$ cat src/sv/msd_pkg.sv
// ----------------------------------------------------------------------------
// msd_pkg: shared types and constants of the message stream deframer
// Word layouts of both channels, result kinds, parser phases and defaults.
// ----------------------------------------------------------------------------
package msd_pkg;

  // default geometry
  localparam int MSD_ID_BYTES         = 2;
  localparam int MSD_LENGTH_BYTES     = 2;
  localparam int MSD_EXT_LENGTH_BYTES = 4;
  localparam int MSD_TABLE_DEPTH      = 1024;

  // longest body accepted when the limit is enforced
  localparam logic [31:0] BODY_LIMIT = 32'd65535;

  // table entry: {known, variable, length}
  localparam int ENTRY_W = 18;

  // input function codes
  localparam logic FUNC_DATA  = 1'b0;
  localparam logic FUNC_TABLE = 1'b1;

  typedef enum logic [2:0] {
    KIND_BODY     = 3'd0,
    KIND_EMPTY    = 3'd1,
    KIND_UNKNOWN  = 3'd2,
    KIND_OVERSIZE = 3'd3,
    KIND_BADEXT   = 3'd4
  } msd_kind_e;

  typedef enum logic [1:0] {
    PH_ID   = 2'd0,
    PH_LEN  = 2'd1,
    PH_EXT  = 2'd2,
    PH_BODY = 2'd3
  } msd_phase_e;

  typedef struct packed {
    logic        func;
    logic [7:0]  data_byte;
    logic [9:0]  table_index;
    logic        entry_known;
    logic        entry_variable;
    logic [15:0] entry_length;
  } msd_in_t;

  typedef struct packed {
    msd_kind_e   kind;
    logic [15:0] message_id;
    logic [7:0]  body_byte;
    logic [31:0] message_length;
    logic        last;
  } msd_out_t;

  // table write request
  typedef struct packed {
    logic               we;
    logic [15:0]        idx;
    logic [ENTRY_W-1:0] entry;
  } msd_twr_t;

endpackage

$ cat src/sv/msd_parser.sv
// ----------------------------------------------------------------------------
// msd_parser: header and body parser
// Consumes one word per step, tracks header fields and body count, and
// forms the table lookup address for the word arriving next.
// ----------------------------------------------------------------------------
module msd_parser import msd_pkg::*; #(
  parameter int ID_BYTES         = MSD_ID_BYTES,
  parameter int LENGTH_BYTES     = MSD_LENGTH_BYTES,
  parameter int EXT_LENGTH_BYTES = MSD_EXT_LENGTH_BYTES,
  parameter int TABLE_DEPTH      = MSD_TABLE_DEPTH
) (
  input  logic               clk_i,
  input  logic               rst_ni,
  input  logic               enforce_i,
  input  logic               step_i,
  input  msd_in_t            item_i,
  input  logic [ENTRY_W-1:0] entry_i,
  input  logic [7:0]         next_byte_i,
  output logic [15:0]        lookup_addr_o,
  output logic               emit_o,
  output msd_out_t           res_o
);

  localparam logic [1:0]  ID_LAST  = 2'(ID_BYTES - 1);
  localparam logic [1:0]  LEN_LAST = 2'(LENGTH_BYTES - 1);
  localparam logic [1:0]  EXT_LAST = 2'(EXT_LENGTH_BYTES - 1);
  localparam logic [31:0] LEN_ONES = 32'((64'd1 << (8 * LENGTH_BYTES)) - 64'd1);
  localparam logic [31:0] EXT_ONES = 32'((64'd1 << (8 * EXT_LENGTH_BYTES)) - 64'd1);

  msd_phase_e  phase_q, phase_d;
  logic [1:0]  cnt_q, cnt_d;
  logic [31:0] accum_q, accum_d;
  logic [15:0] cur_id_q, cur_id_d;
  logic [31:0] len_q, len_d;
  logic [31:0] rem_q, rem_d;
  logic        halted_q, halted_d;

  logic [31:0]        acc_base, acc_new;
  logic [31:0]        nxt_base, nxt_full;
  logic [ENTRY_W-1:0] entry;
  logic               chk;
  logic [31:0]        chk_len;
  logic               emit;
  msd_kind_e          kind;
  logic [7:0]         body;
  logic [31:0]        out_len;
  logic               last;

  // header byte gathering, little endian
  assign acc_base = (cnt_q == 2'd0) ? 32'd0 : accum_q;
  assign acc_new  = acc_base | (32'(item_i.data_byte) << {cnt_q, 3'b000});
  assign entry    = ({1'b0, acc_new} < 33'(TABLE_DEPTH)) ? entry_i : '0;

  // next state and result
  always_comb begin
    phase_d  = phase_q;
    cnt_d    = cnt_q;
    accum_d  = accum_q;
    cur_id_d = cur_id_q;
    len_d    = len_q;
    rem_d    = rem_q;
    halted_d = halted_q;
    chk      = 1'b0;
    chk_len  = 32'd0;
    emit     = 1'b0;
    kind     = KIND_BODY;
    body     = 8'd0;
    out_len  = 32'd0;
    last     = 1'b0;
    if (step_i && (item_i.func == FUNC_DATA) && !halted_q) begin
      unique case (phase_q)
        PH_ID: begin
          if (cnt_q == ID_LAST) begin
            cnt_d    = 2'd0;
            accum_d  = 32'd0;
            cur_id_d = acc_new[15:0];
            len_d    = 32'd0;
            if (!entry[17]) begin
              halted_d = 1'b1;
              emit     = 1'b1;
              kind     = KIND_UNKNOWN;
            end else if (entry[16]) begin
              phase_d = PH_LEN;
            end else begin
              chk     = 1'b1;
              chk_len = {16'd0, entry[15:0]};
            end
          end else begin
            cnt_d   = cnt_q + 2'd1;
            accum_d = acc_new;
          end
        end
        PH_LEN: begin
          if (cnt_q == LEN_LAST) begin
            cnt_d   = 2'd0;
            accum_d = 32'd0;
            len_d   = acc_new;
            if (acc_new == LEN_ONES) begin
              phase_d = PH_EXT;
            end else begin
              chk     = 1'b1;
              chk_len = acc_new;
            end
          end else begin
            cnt_d   = cnt_q + 2'd1;
            accum_d = acc_new;
          end
        end
        PH_EXT: begin
          if (cnt_q == EXT_LAST) begin
            cnt_d   = 2'd0;
            accum_d = 32'd0;
            len_d   = acc_new;
            if (acc_new == EXT_ONES) begin
              halted_d = 1'b1;
              emit     = 1'b1;
              kind     = KIND_BADEXT;
              out_len  = acc_new;
            end else begin
              chk     = 1'b1;
              chk_len = acc_new;
            end
          end else begin
            cnt_d   = cnt_q + 2'd1;
            accum_d = acc_new;
          end
        end
        PH_BODY: begin
          rem_d   = rem_q - 32'd1;
          emit    = 1'b1;
          kind    = KIND_BODY;
          body    = item_i.data_byte;
          out_len = len_q;
          if (rem_q == 32'd1) begin
            phase_d = PH_ID;
            last    = 1'b1;
          end
        end
        default: ;
      endcase
      // length known: check it, then start body or close the message
      if (chk) begin
        len_d = chk_len;
        if (enforce_i && (chk_len > BODY_LIMIT)) begin
          halted_d = 1'b1;
          emit     = 1'b1;
          kind     = KIND_OVERSIZE;
          out_len  = chk_len;
        end else if (chk_len == 32'd0) begin
          phase_d = PH_ID;
          emit    = 1'b1;
          kind    = KIND_EMPTY;
          last    = 1'b1;
        end else begin
          rem_d   = chk_len;
          phase_d = PH_BODY;
        end
      end
    end
  end

  // lookup address for the next word, as if it completes an id
  assign nxt_base      = (cnt_d == 2'd0) ? 32'd0 : accum_d;
  assign nxt_full      = nxt_base | (32'(next_byte_i) << {cnt_d, 3'b000});
  assign lookup_addr_o = nxt_full[15:0];

  assign emit_o = emit;
  assign res_o  = '{kind: kind, message_id: cur_id_d, body_byte: body,
                    message_length: out_len, last: last};

  // state registers
  always_ff @(posedge clk_i or negedge rst_ni) begin
    if (!rst_ni) begin
      phase_q  <= PH_ID;
      cnt_q    <= 2'd0;
      accum_q  <= 32'd0;
      cur_id_q <= 16'd0;
      len_q    <= 32'd0;
      rem_q    <= 32'd0;
      halted_q <= 1'b0;
    end else begin
      phase_q  <= phase_d;
      cnt_q    <= cnt_d;
      accum_q  <= accum_d;
      cur_id_q <= cur_id_d;
      len_q    <= len_d;
      rem_q    <= rem_d;
      halted_q <= halted_d;
    end
  end

  // halt is sticky until reset
  a_halt_sticky: assert property (@(posedge clk_i) disable iff (!rst_ni)
    halted_q |=> halted_q)
    else $error("halt flag dropped");

  // an error result always halts
  a_err_halts: assert property (@(posedge clk_i) disable iff (!rst_ni)
    (emit && (kind == KIND_UNKNOWN || kind == KIND_OVERSIZE || kind == KIND_BADEXT))
    |=> halted_q)
    else $error("error word without halt");

  // last body word returns to id parsing
  a_last_to_id: assert property (@(posedge clk_i) disable iff (!rst_ni)
    (emit && kind == KIND_BODY && last) |=> (phase_q == PH_ID))
    else $error("message end without return to id phase");

  // body phase always has bytes left
  a_body_rem: assert property (@(posedge clk_i) disable iff (!rst_ni)
    (phase_q == PH_BODY) |-> (rem_q != 32'd0))
    else $error("body phase with no bytes remaining");

endmodule

$ cat config.mk
export PLATFORM = sky130hd
export DESIGN_NAME = msd_parser
export DESIGN_NICKNAME = d
export VERILOG_FILES = /design/src/sv/msd_pkg.sv /design/src/sv/msd_parser.sv
export SDC_FILE = /design/constraint.sdc
export NUM_CORES = 1
export LEC_CHECK = 0
export BUFFER_PORTS_ARGS = -buffer_cell sky130_fd_sc_hd__buf_2
export CAP_MARGIN = 0
export CORE_MARGIN = 3
export CORE_UTILIZATION = 39
export CTS_BUF_LIST = sky130_fd_sc_hd__clkbuf_2 sky130_fd_sc_hd__clkbuf_4 sky130_fd_sc_hd__clkbuf_8
export DETAILED_ROUTE_END_ITERATION = 16
export PLACE_DENSITY = 0.67
export SETUP_SLACK_MARGIN = 0.15
export SLEW_MARGIN = 30
export SYNTH_ARGS = -nofsm -noshare
export SYNTH_HDL_FRONTEND = slang
export SYNTH_SLANG_ARGS = --single-unit
$ cat constraint.sdc
create_clock -name clk_i -period 5 [get_ports clk_i]
set_clock_uncertainty 0.15 [all_clocks]
set_input_delay 0.25 -clock clk_i [delete_from_list [all_inputs] [get_ports clk_i]]
set_output_delay 0.25 -clock clk_i [all_outputs]
set_load 0.005 [all_outputs]
==> flow_metrics.tcl <==
set metrics [dict create \
    r2r_setup_slack_ps 630 \
    area_growth_pct 16.9 \
    grt_pass1_vias 7545 \
    path_common_cell "inv_1" \
    drv_slew 0 \
    gp_congestion 0.889 \
    post-route-util_pct 47.3 \
    crit_slowest_cell "or4_4" \
    worst_slack_ps 374 \
    drive_gt1_share_pct 21.4 \
    synth_top_area_share_pct 36.6 \
    fin_setup_tns_ps 0 \
    synth_top_area_cell "dfrtp_1" \
    hold_class "in2reg" \
    max_freq_mhz 216 \
    yosysMostFrequentCell "nand2_1" \
    grtUsageTotal_pct 23.9 \
    worstPathRequired_ps 4600 \
    critPathKind "reg2out" \
    synth_area_leaders "dfrtp_1, nand2_1, a21oi_1, nor2_1, o31ai_1" \
    grt.overflow.total 0 \
    start_util_pct 40.5 \
    clockBufferDepth 2 \
    drt_first_iter_violations 777 \
    syn-num-nets 1079 \
    wire_per_inst_um 19.4 \
    rows 51 \
    cts_made_buffers 17 \
    post_synth.cell_area_avg_um2 7.99 \
    crit_path_start_kind "register" \
    clkTransAtPathRegs_ps 80 \
    cts_sinks 117 \
    via_per_inst 5.96 \
    min_period_ps 4630 \
    dr.pass1.iters 6 \
    cts_tree "built" \
    die_w_um 149 \
    synth-main-ff-cell "dfrtp_1" \
    hold_start "entry_i[6]" \
    wirelength_mm 26.7 \
    rsz0062_at_grt "no" \
    grt_max_degree 69 \
    remaining_drc_errors 0 \
    grt_pass1_wl_mm 42.0 \
    end_kind "output port" \
    dp_slack_ps 311 \
    r2r_cells 13 \
    vias 8196 \
    ys_types 69 \
    max_slew_margin_pct 45.0 \
    p_leak_nw 4.01 \
    core_mm2 0.0198 \
    synthCells 1002 \
    status "finished, final reports clean" \
    timing.hold.ws_ps 41.5 \
    die-area_mm2 0.0223 \
    insertion_delay_ps 460 \
    min_delay_path_depth 3 \
    yosysWarnings 0 \
    finalCritPeriodShare_pct 92.5 \
    finalSetupViolCount 0 \
    antenna_found_initial 0 \
    ant_nets 0 \
    root_buffer "clkbuf_8" \
    r2r_start "cnt_q[1]$_DFF_PN0_" \
    peakVddDrop_v 0.000331 \
    slowest_delay_ps 530 \
    nNetsFinal 1176 \
    portBuffers 115 \
    postSynth.asyncResetShare_pct 100 \
    synth_edf_count 0 \
    htreeDepth 4 \
    yosysSeqAreaShare_pct 36.6 \
    path_max_fanout 14 \
    tightest_slew_ps 824 \
    reg2reg_to "rem_q[22]$_DFFE_PN0P_" \
    path_cells "inv_1, ha_4, buf_4, inv_1, a221o_1, or4_4, or3_1, o22a_1, a21o_1, nor3_4, nand3b_1, a21oi_1, buf_2" \
    holdPathEnd "rem_q[6]$_DFFE_PN0P_" \
    arrival_ps 4230 \
    hpwl_mm 18.7 \
    synth_common_cells "nand2_1, dfrtp_1, nor2_1" \
    ys_seq_elements 117 \
    io_pins 144 \
    hold_viol_final 0 \
    power_density_mw_per_mm2 500 \
    n_antenna_cell 0 \
    maxCapViolations 0 \
    fp.dieH_um 149 \
    synthesis.area_mm2 0.00800 \
]
==> kinds of logic after synthesis <==
family	after synthesis	synth area share (%)
compound gates	323	26.7
fa+ha+maj	10	1.56
buf+inv	101	5.67
flops	117	36.6
mux	23	3.24
simple gates	428	26.2
==> placed cells by master, fill, tap and decap left out, drive strengths merged, types with 19 or more instances in the layout <==
master,netlist,routed
a21oi,83,83
buf,31,147
clkbuf,42,19
dfrtp,117,117
inv,28,28
mux2,23,23
nand2,137,137
nor2,108,108
nor2b,24,24
nor3,31,31
o21ai,68,68
o22ai,21,21
o31ai,50,50
==> how the worst max path moves through the flow <==
stage,from,end,slack [ps],depth (start not counted)
2_1_floorplan,cnt_q[0]$_DFF_PN0_,phase_q[1]$_DFFE_PN0P_,970,17
3_3_place_gp,cnt_q[1]$_DFF_PN0_,rem_q[26]$_DFFE_PN0P_,310,13
3_5_place_dp,cnt_q[1]$_DFF_PN0_,rem_q[26]$_DFFE_PN0P_,310,13
4_1_cts,cnt_q[1]$_DFF_PN0_,res_o[11],170,12
5_1_grt,cnt_q[0]$_DFF_PN0_,res_o[12],210,10
6_report,cnt_q[1]$_DFF_PN0_,res_o[58],370,13
==> worst max-delay path, delay by kind of cell, from the launching register on <==
family	cells	cell delay [ps]
AND/OR/NAND/NOR	4	1450
AO/OA/AOI/OAI	4	980
buffers and inverters	4	720
flip-flops	1	380
adder cells (fa/ha/maj)	1	240
==> what timing repair did <==
action / in CTS / in global routing
setup endpoints to repair: 2 / 42
pin swaps: 0 / 1
gates resized for setup: 1 / 6
hold buffers: 4 / 0
buffers inserted: 0 / 1
hold endpoints to repair: 75 / 0
==> sequential cells by signal, summed over array words and instances, names as in the netlist <==
register  cells
cur_id_q     16
len_q        32
accum_q      32
cnt_q         2
halted_q      1
rem_q        32
phase_q       2
==> report_power, final <==
group          switching, mW  internal, mW  leakage (nW)
clock network          0.427         0.464         0.190
logic                   1.55         0.824          2.28
registers              0.192          1.22          1.54
==> final cells by class <==
cell class / instances / area, um^2
clock inverter: 12 / 131
fill: 1984 / 10400
timing repair buffer: 151 / 898
sequential: 117 / 2930
clock buffer: 19 / 262
inverter: 28 / 105
multi-input combinational: 784 / 4700
tap: 265 / 332
==> stage by stage <==
step | power [mW] | cells | instance area [um^2]
after floorplan | 2.95 | 1002 | 8000
after global placement | 3.68 | 1338 | 8820
after detailed placement | 3.72 | 1340 | 8880
after CTS | 4.63 | 1375 | 9320
after global routing | 4.96 | 1376 | 9360
final | 4.68 | 1376 | 9360
==> layer usage <==
metal  vias up  global-route usage, %  wire length (um)
li1       3862                      -                 -
met1      3904                   34.4             12200
met2       387                   35.7             11600
met3        43                   4.22              2190
met4         0                   9.61               749
met5         -                      0                 0
(Power assumes the default switching activity.)
